--- config.mk ---
export PLATFORM = sky130hd
export DESIGN_NAME = fba_word_scan
export DESIGN_NICKNAME = d
export VERILOG_FILES = /design/src/design/free_bitmap_allocator_unit_macros.svh /design/src/design/fba_pkg.sv /design/src/design/fba_word_scan.sv
export SDC_FILE = /design/constraint.sdc
export NUM_CORES = 1
export LEC_CHECK = 0
export BUFFER_PORTS_ARGS = -buffer_cell sky130_fd_sc_hd__buf_2
export CAP_MARGIN = 10
export CORE_AREA = 5 5 42 44
export DETAILED_ROUTE_END_ITERATION = 10
export DIE_AREA = 0 0 47 49
export PLACE_DENSITY = 0.3
export SLEW_MARGIN = 10
export SYNTH_ARGS = -nofsm -noshare
export SYNTH_HDL_FRONTEND = slang
export SYNTH_SLANG_ARGS = --single-unit
--- constraint.sdc ---
create_clock -name vclk -period 1.3
set_input_delay 0.195 -clock vclk [all_inputs]
set_output_delay 0.195 -clock vclk [all_outputs]
set_load 0.03 [all_outputs]
--- src/design/free_bitmap_allocator_unit_macros.svh ---
// Assertion macros for the free bitmap allocator.
// Both macros sample on the rising edge of clk and are disabled while rst_n is low.
// Defining NO_ASSERTIONS turns every use into nothing.
`ifndef FREE_BITMAP_ALLOCATOR_UNIT_MACROS_SVH
`define FREE_BITMAP_ALLOCATOR_UNIT_MACROS_SVH
`ifndef NO_ASSERTIONS
// The consequent must hold in the same cycle as the antecedent.
`define FBA_ASSERT_NOW(lbl, ante, cons, msg) \
    lbl: assert property (@(posedge clk) disable iff (!rst_n) (ante) |-> (cons)) \
        else $error(msg);
// The consequent must hold in the cycle after the antecedent.
`define FBA_ASSERT_NEXT(lbl, ante, cons, msg) \
    lbl: assert property (@(posedge clk) disable iff (!rst_n) (ante) |=> (cons)) \
        else $error(msg);
`else
`define FBA_ASSERT_NOW(lbl, ante, cons, msg)
`define FBA_ASSERT_NEXT(lbl, ante, cons, msg)
`endif
`endif

--- src/design/fba_pkg.sv ---
package fba_pkg;

    localparam int MAP_BITS_DEF  = 4096;
    localparam int GROUP_LEN_DEF = 8;
    localparam int WORD_BITS     = 8;
    localparam int WORD_LSB      = $clog2(WORD_BITS);

    localparam int COUNT_W  = 13;
    localparam int POS_W    = 12;
    localparam int FCOUNT_W = 4;
    localparam int BASE_W   = COUNT_W + 1;

    localparam logic [COUNT_W-1:0] COUNT_RESET = 13'd4096;

    typedef logic [WORD_BITS-1:0] word_t;

    localparam word_t FULL_WORD = 8'hFF;

    typedef enum logic [1:0] {
        ACT_TEST  = 2'd0,
        ACT_SET   = 2'd1,
        ACT_CLEAR = 2'd2,
        ACT_FIND  = 2'd3
    } action_t;

    typedef enum logic [1:0] {
        STS_OK        = 2'd0,
        STS_RANGE     = 2'd1,
        STS_WAS_SET   = 2'd2,
        STS_WAS_CLEAR = 2'd3
    } status_t;

    // Result of a lowest-clear-bit search over one map word.
    typedef struct packed {
        logic                found;
        logic [WORD_LSB-1:0] index;
    } scan_t;

endpackage

--- src/design/fba_word_scan.sv ---
module fba_word_scan (
    input  fba_pkg::word_t word,
    output fba_pkg::scan_t scan
);
    import fba_pkg::*;

    // Priority encoder: walking down from the top leaves the lowest clear bit.
    always_comb
    begin
        scan = '0;
        for (int i = WORD_BITS - 1; i >= 0; i--)
        begin
            if (!word[i])
            begin
                scan.found = 1'b1;
                scan.index = WORD_LSB'(i);
            end
        end
    end

endmodule
Word level (Yosys, flattened, before mapping)
Cells that the tools add are included.

cells by class
  mux-type cells = 8

operator list
  kind     count
  $mux W4  8

storage, ports and cells
  bits in registers = 0
  input bits = 8
  word-level logic and storage cells = 8

Logic depth before layout (Yosys ltp)
Gate-level depths: netlist of run 1.

  word-level depth = 8
  gate-level depth with buffers = 3
  depth with buffers taken out = 3

Worst setup path before layout of run 1
OpenSTA, ideal clock, no wires.

  path kind = input to output
  from = in word[6]
  to = out scan[1] (netlist name)
  arrival = 0.868 ns
  data required time = 1.105 ns
  setup slack = 0.237 ns
  cell stages on the path = 3
  path buffers = 0
  cells stage by stage = nand2_1 nand3_1 a31oi_1

RTL lines
  item             line                RTL
  start, declared  fba_word_scan.sv:2  input fba_pkg::word_t word,
  end, declared    fba_word_scan.sv:3  output fba_pkg::scan_t scan

==> results of run 1 <==
## through the flow
step                      hold WS, ns  setup slack, ns  area [µm²]  utilization
after floorplan                 0.546            0.237        80.1            -
after global placement          0.718            0.152         160        0.114
after detailed placement        0.710            0.159         160        0.114
after CTS                       0.714            0.160         160        0.114
after global routing            0.747            0.112         160        0.114
final                           0.717            0.154         160        0.114
## cell usage after synthesis
cell      count  area share
nand2_1       3        0.14
inv_1         2       0.094
o21ai_0       2        0.13
a31oi_1       1       0.078
a41o_2        1        0.14
a41oi_1       1        0.11
nand3_1       1       0.062
nand3b_1      1       0.094
nand4_1       1       0.078
or3_1         1       0.078
## path summary, 6_finish.rpt
path,from,endpoint,slack (ns),cells past startpoint
hold / removal,word[3],scan[1],0.72,3
setup / recovery,word[0],scan[3],0.15,4
## layout make-up
| cell class | count | area [µm²] |
|---|---|---|
| Fill cell | 174 | 1240 |
| Multi-Input combinational cell | 12 | 72.6 |
| Timing Repair Buffer | 12 | 60.1 |
| Tap cell | 16 | 20.0 |
| Inverter | 2 | 7.51 |
## critical path: cells and delay by family
family | cells | cell delay (ns)
buffers and inverters | 2 | 0.30
AND/OR/NAND/NOR | 2 | 0.46
## layout by cell type (no fill, tap or decap), drive strengths merged
| master | count |
|---|---|
| nand4 | 1 |
| inv | 2 |
| a31oi | 1 |
| a41oi | 1 |
| nand3 | 1 |
| a41o | 1 |
| or3 | 1 |
| nand3b | 1 |
| buf | 12 |
| nand2 | 3 |
| o21ai | 2 |
## metal layers
layer,part of all wire,track usage,vias to the layer above
met5,0,0,-
met4,0,0,0
met3,0.19,0.00738,0
met2,0.21,0.0271,14
met1,0.60,0.0609,58
li1,-,-,79
## where the power goes
part	switching, W	internal, W	total, W
combinational	0.0000297	0.0000196	0.0000493
sequential	0	0	0
clock	0	0	0
## kinds of logic after synthesis
logic type	Yosys count
simple gates	7
compound gates	5
buf+inv	2
==> metrics.log, run 1 <==
INFO  metric outcome = finished clean
INFO  metric synth-compound-area-share = 0.453
INFO  metric synth.yosys.seq_area_share = 0
INFO  metric hold_path.class = in2out
INFO  metric crit_path_cell_trace = buf_2 -> nand4_1 -> or3_1 -> buf_2
INFO  metric post-place-cells = 42
INFO  metric worst_path_largest_cell_delay = 0.32 ns
INFO  metric cts.hold.buffers_added = 0
INFO  metric wl_per_cell = 8.45 µm
INFO  metric power.ir.vdd_worst = 0.0000744 V
INFO  metric drt_wl_total = 355 µm
INFO  metric floorplan.die.height = 49 µm
INFO  metric synth_cell_types = 10
INFO  metric final-instance-count-excl-fill = 42
INFO  metric count_of_pins_on_the_block_boundary = 12
INFO  metric post_synth_instance_area = 80.1 µm²
INFO  metric coreArea = 0.00140 mm²
INFO  metric worst_ep_required_time = 1.11 ns
INFO  metric nFlopsAndLatches = 0
INFO  metric synthCells = 14
INFO  metric hpwlAfterDp = 315 µm
INFO  metric groute.usage.overall = 0.0295
INFO  metric initialDrtViolationCount = 5
INFO  metric min_period = 1.15 ns
INFO  metric initial_antenna_violation_count = 0
INFO  metric drt.antenna.violating_nets = 0
INFO  metric io_buffer_count = 12
INFO  metric cell_type_of_the_slowest_stage_on_the_worst_timing_path = or3_1
INFO  metric finalNetCount = 36
INFO  metric totalPowerFinal = 0.0000493 W
INFO  metric final_max_slew_viol_count = 0
INFO  metric die_area = 0.00230 mm²
INFO  metric finalCritPeriodShare = 0.882
INFO  metric worstSetupPathType = in2out
INFO  metric synth_adder_area_share = 0
INFO  metric post_route_setup_tns = 0 ns
INFO  metric worst_setup_path_end_kind = primary output
INFO  metric final_report_hold_violation_count = 0
INFO  metric relative_slew_slack = 0.890
INFO  metric post_synth_and_or_nand_nor_area_fraction = 0.453
INFO  metric grt-ovfl-total = 0
INFO  metric drv.max_cap_violation_count = 0
INFO  metric layout-area-overhead-vs-synth = 100%
INFO  metric worstPathMaxFanout = 5
INFO  metric rsz_0062_raised_after_global_routing = false
INFO  metric cts_resized = 0
INFO  metric timing.fmax = 872 MHz
INFO  metric regArea = 0 µm²
INFO  metric timing.final.setup_violations = 0
INFO  metric grt_start_max_net_pins = 6
INFO  metric post_route_cells_drive_above_1_share = 0.500
INFO  metric power_density = 308 mW/mm²
INFO  metric vias_per_cell = 3.60
INFO  metric grt_pass1_wl = 565 µm
INFO  metric dr.pass1.iters = 4
INFO  metric route.vias.total = 151
INFO  metric die_w = 47 µm
INFO  metric core.rowCount = 14
INFO  metric start_util = 0.0571
INFO  metric post_synth_mux_area_share = 0
INFO  metric layout_clock_buffers = 0
INFO  metric n_diodes = 0
INFO  metric power.leakage = 0.0819 nW
INFO  metric critical_path_arrival = 0.95 ns
INFO  metric synth_top_family_by_area = compound AO/OA/AOI/OAI gates
INFO  metric timing_worst_slew_pin_value = 0.163 ns
INFO  metric mapped_avg_cell_area = 5.72 µm²
INFO  metric cts_post_setup_buffers_inserted = 0
INFO  metric setup.worst_path.start_class = input port
INFO  metric globalplace.congestion = 0.652
INFO  metric grt_pass1_vias = 135
INFO  metric detail_route.drc_violations = 0
INFO  metric synth_fp_nets = 22
INFO  metric yosys_warnings = 0
INFO  metric synth_xor_area_frac = 0
INFO  metric cpMostUsedCell = buf_2
No activity file was read; power rests on OpenSTA's default activity.
==> run 2, diff against run 1 <==
- CORE_AREA: 5 5 42 44 -> 2 2 39 41
- DIE_AREA: 0 0 47 49 -> 0 0 41 43
- clock period: 1.3 -> 1.5 ns (I/O delays scaled with it)
==> run 2 against run 1 <==
Effect of this change:
- first-iteration DRC count down 100%
- wire length down 2.3%
- sequential share of layout area stayed put
- via count shrank 0.66%
- setup slack improved by 0.17 ns
- largest cell class unchanged
- highest routed layer unchanged
==> metrics.log, run 2 (synthesis gave the netlist of run 1 again) <==
INFO  metric regArea = 0 µm²
INFO  metric start_util = 0.0579
INFO  metric switching_share = 0.601
INFO  metric drt.antenna.violating_nets = 0
INFO  metric nFlopsAndLatches = 0
INFO  metric cts.hold.buffers_added = 0
INFO  metric critical_path_arrival = 0.95 ns
INFO  metric wl_per_cell = 8.26 µm
INFO  metric wirelength_met1 = 183 µm
INFO  metric post_route_setup_tns = 0 ns
INFO  metric post_route_cells_drive_above_1_share = 0.500
INFO  metric timing_worst_slew_pin_value = 0.180 ns
INFO  metric core.rowCount = 14
INFO  metric power.switching = 0.0000256 W
INFO  metric grt_start_max_net_pins = 6
INFO  metric area_of_the_multi_input_gates = 72.6 µm²
INFO  metric fin_hold_ws = 0.777 ns
INFO  metric timing.final.setup_violations = 0
INFO  metric fillerInstances = 169
INFO  metric worstPathMaxFanout = 5
INFO  metric highest_layer = met3
INFO  metric layout.cells.most_common_list = buf_2, nand2_1, inv_1, o21ai_0
INFO  metric floorplan.die.height = 43 µm
INFO  metric timing.fmax = 850 MHz
INFO  metric initialDrtViolationCount = 0
INFO  metric grt-ovfl-total = 0
INFO  metric die_w = 41 µm
INFO  metric power.share.sequential = 0
INFO  metric worstSetupPathType = in2out
INFO  metric vias_per_cell = 3.57
INFO  metric rsz_0062_raised_after_global_routing = false
INFO  metric power_density = 266 mW/mm²
INFO  metric die_area = 0.00176 mm²
INFO  metric layout-area-overhead-vs-synth = 100%
INFO  metric globalplace.congestion = 0.624
INFO  metric cts_post_setup_buffers_inserted = 0
INFO  metric finalNetCount = 36
INFO  metric detail_route.drc_violations = 0
INFO  metric grt_pass1_wl = 517 µm
INFO  metric internal_power = 0.0000170 W
INFO  metric layout_clock_buffers = 0
INFO  metric final_report_hold_violation_count = 0
INFO  metric power.ir.vdd_worst = 0.0000619 V
INFO  metric route.vias.total = 150
INFO  metric final_max_slew_viol_count = 0
INFO  metric worst_ep_required_time = 1.27 ns
INFO  metric initial_antenna_violation_count = 0
INFO  metric hold_path.class = in2out
INFO  metric setup.worst_path.start_class = input port
INFO  metric power.leakage = 0.0819 nW
INFO  metric worst_setup_path_end_kind = primary output
INFO  metric most_common_cell_after_layout_fill_and_taps_aside = buf_2
INFO  metric outcome = finished clean
INFO  metric io_buffer_count = 12
INFO  metric count_of_pins_on_the_block_boundary = 12
INFO  metric power.clock.fraction = 0
INFO  metric n_diodes = 0
INFO  metric pwr-share-comb = 1.000
INFO  metric drv.max_cap_violation_count = 0
INFO  metric finalCritPeriodShare = 0.784
INFO  metric met2WireLength = 109 µm
INFO  metric coreArea = 0.00138 mm²
INFO  metric hpwlAfterDp = 306 µm
INFO  metric cts_resized = 0
INFO  metric drt_wl_total = 347 µm
INFO  metric groute.usage.overall = 0.0380
INFO  metric dr.pass1.iters = 1
INFO  metric min_period = 1.18 ns
INFO  metric wl_met3 = 54 µm
INFO  metric relative_slew_slack = 0.878
INFO  metric grt_pass1_vias = 126
run 2: through the flow:
| stage | power [W] | instances | setup slack [ns] | instance area [µm²] | utilization |
|---|---|---|---|---|---|
| 5_1_grt | 0.0000471 | 42 | 0.276 | 160 | 0.116 |
| 4_1_cts | 0.0000434 | 42 | 0.309 | 160 | 0.116 |
| 3_5_place_dp | 0.0000431 | 42 | 0.307 | 160 | 0.116 |
| 2_1_floorplan | 0.0000205 | 14 | 0.377 | 80.1 | - |
| 6_report | 0.0000427 | 42 | 0.323 | 160 | 0.116 |
| 3_3_place_gp | 0.0000438 | 42 | 0.326 | 160 | 0.116 |
run 2: power groups by stage:
stage          Clock, W  Combinational, W  Sequential, W
6_report              0         0.0000427              0
5_1_grt               0         0.0000471              0
4_1_cts               0         0.0000434              0
3_5_place_dp          0         0.0000431              0
3_3_place_gp          0         0.0000438              0
2_1_floorplan         0         0.0000205              0
run 2: final timing paths:
check               start  endpoint  slack [ns]  cells past startpoint
setup / recovery  word[0]   scan[3]        0.32                      4
hold / removal    word[3]   scan[1]        0.78                      3
run 2: worst max-delay path, cell delays in order:
cell and delay, ns:
buf_2 0.12, nand4_1 0.11, or3_1 0.31, buf_2 0.18
run 2: layout make-up:
type	count	share of cell area
multi-input cells	12	0.453
repair buffers	12	0.375
well taps	16	0.125
inverters	2	0.0469
run 2: layer usage:
layer  GRT usage  vias to the layer above
met4           0                        0
met2      0.0469                       10
met1      0.0696                       61
met5           0                        -
met3     0.00524                        0
li1            -                       79
==> run 3, diff against run 2 <==
- ABC_AREA: unset -> 1
- clock period: 1.5 -> 1.1 ns (I/O delays scaled with it)
==> run 3 against run 2 <==
Effect of this change:
- first-iteration DRC count rose by 5
- flip-flop and latch count did not move
- worst hold slack got worse by 0.12 ns
- non-clock buffer count did not move
- final cell count rose by 9.5%
- setup slack got worse by 0.25 ns
- largest power group unchanged
- highest routed layer unchanged
- critical path depth rose by 5
- global-route usage fell by 0.70 points
- largest cell class unchanged
- combinational power rose by 39%
- via count fell by 6.7%
- synthesized cell count rose by 29%
- area after synthesis rose by 7.8%
==> metrics.log, run 3 <==
INFO  metric cts_resized = 0
INFO  metric synth_xor_area_frac = 0
INFO  metric coreArea = 0.00138 mm²
INFO  metric count_of_pins_on_the_block_boundary = 12
INFO  metric power.ir.vdd_worst = 0.0000680 V
INFO  metric post_route_cells_drive_above_1_share = 0.533
INFO  metric area_of_the_multi_input_gates = 80.1 µm²
INFO  metric io_buffer_count = 12
INFO  metric crit_path_cell_trace = buf_2 -> inv_1 -> nand2_1 -> nand2_1 -> nand2_1 -> nand2_1 -> nand2_1 -> a21oi_2 -> buf_2
INFO  metric critical_path_arrival = 0.86 ns
INFO  metric grt_start_max_net_pins = 5
INFO  metric yosys_warnings = 0
INFO  metric globalplace.congestion = 0.576
INFO  metric synth_top_family_by_area = simple AND/OR/NAND/NOR gates
INFO  metric mapped_avg_cell_area = 4.80 µm²
INFO  metric worst_path_largest_cell_delay = 0.20 ns
INFO  metric yosysMostFrequentCell = nand2_1
INFO  metric finalCritPeriodShare = 0.932
INFO  metric grt-ovfl-total = 0
INFO  metric die_w = 41 µm
INFO  metric post-place-ws = 0.0700 ns
INFO  metric fillerInstances = 170
INFO  metric regArea = 0 µm²
INFO  metric route.vias.total = 140
INFO  metric fin_hold_ws = 0.655 ns
INFO  metric critPathTopFamily = buffers and inverters
INFO  metric synth.largest_area_cell = nand2_1
INFO  metric worstSetupPathType = in2out
INFO  metric min_period = 1.03 ns
INFO  metric drt_wl_total = 305 µm
INFO  metric cts_post_setup_buffers_inserted = 0
INFO  metric cell_type_of_the_slowest_stage_on_the_worst_timing_path = buf_2
INFO  metric initial_antenna_violation_count = 0
INFO  metric drv.max_cap_violation_count = 0
INFO  metric finalNetCount = 40
INFO  metric cpMostUsedCell = nand2_1
INFO  metric final_max_slew_viol_count = 0
INFO  metric synth_fp_nets = 26
INFO  metric worst_setup_path_end_kind = primary output
INFO  metric timing_worst_slew_pin_value = 0.184 ns
INFO  metric timing.final.setup_violations = 0
INFO  metric hpwlAfterDp = 285 µm
INFO  metric synthCells = 18
INFO  metric detail_route.drc_violations = 0
INFO  metric critical_path.n_buffers_inverters = 3
INFO  metric hold_path.class = in2out
INFO  metric relative_slew_slack = 0.877
INFO  metric worstPathMaxFanout = 2
INFO  metric die_area = 0.00176 mm²
INFO  metric synth_adder_area_share = 0
INFO  metric nFlopsAndLatches = 0
INFO  metric post_synth_mux_area_share = 0
INFO  metric worst_ep_required_time = 0.94 ns
INFO  metric synth-compound-area-share = 0.174
INFO  metric yosys-top-cells-count = nand2_1, inv_1, nor3_1
INFO  metric initialDrtViolationCount = 5
INFO  metric rsz_0062_raised_after_global_routing = false
INFO  metric cts.hold.buffers_added = 0
INFO  metric layout_clock_buffers = 0
INFO  metric ranking_of_synthesized_cells_by_area = nand2_1, nor4_2, nor3_1
INFO  metric most_common_cell_after_layout_fill_and_taps_aside = buf_2
INFO  metric power_density = 346 mW/mm²
INFO  metric post_synth_instance_area = 86.3 µm²
INFO  metric timing.fmax = 975 MHz
INFO  metric yosys.area.top_type_share = 0.391
INFO  metric n_diodes = 0
INFO  metric layout.cells.most_common_list = buf_2, nand2_1, inv_1
INFO  metric synth_cell_types = 8
INFO  metric drt.antenna.violating_nets = 0
INFO  metric setup_slack = 0.0744 ns
INFO  metric dr.pass1.iters = 4
INFO  metric start_util = 0.0624
INFO  metric outcome = finished clean
INFO  metric final_report_hold_violation_count = 0
INFO  metric wl_per_cell = 6.63 µm
INFO  metric groute.usage.overall = 0.0310
INFO  metric core.rowCount = 14
INFO  metric floorplan.die.height = 43 µm
INFO  metric layout-area-overhead-vs-synth = 98.5%
INFO  metric synth.yosys.seq_area_share = 0
INFO  metric post_route_setup_tns = 0 ns
INFO  metric post_synth_and_or_nand_nor_area_fraction = 0.696
INFO  metric vias_per_cell = 3.04
INFO  metric totalPowerFinal = 0.0000593 W
INFO  metric grt_pass1_vias = 112
INFO  metric grt_pass1_wl = 407 µm
INFO  metric power.leakage = 0.0920 nW
INFO  metric setup.worst_path.start_class = input port
[run 3: where the power goes]
| group | total, W | switching [W] | internal [W] |
|---|---|---|---|
| logic | 0.0000593 | 0.0000363 | 0.0000230 |
| registers | 0 | 0 | 0 |
| clock network | 0 | 0 | 0 |
[run 3: stage by stage]
step / cell area (µm²) / utilization / instances
floorplan: 91.3 / - / 18
global placement: 171 / 0.124 / 46
detailed placement: 171 / 0.124 / 46
CTS: 171 / 0.124 / 46
global route: 171 / 0.124 / 46
finish: 171 / 0.124 / 46
[run 3: routing by layer]
metal / GRT usage / part of all wire / vias to the layer above
met2: 0.0438 / 0.37 / 8
met4: 0 / 0 / 0
li1: - / - / 83
met1: 0.0506 / 0.48 / 49
met5: 0 / 0 / -
met3: 0.00524 / 0.15 / 0
[run 3: cell type report]
cell class,count,share of cell area
multi-input cells,15,0.467
repair buffers,12,0.350
well taps,16,0.117
inverters,3,0.0657
[run 3: cells by family after synthesis]
family                 after synthesis
AND/OR/NAND/NOR                     13
buffers and inverters                3
AO/OA/AOI/OAI                        2
[run 3: tightest hold or removal path: stages]
cell	delay, ns
buf_2	0.10
a21oi_2	0.05
buf_2	0.17
[run 3: path summary, 6_finish.rpt]
kind	startpoint	endpoint	slack (ns)	depth (start not counted)
hold / removal	word[1]	scan[0]	0.65	3
setup / recovery	word[7]	scan[0]	0.07	9
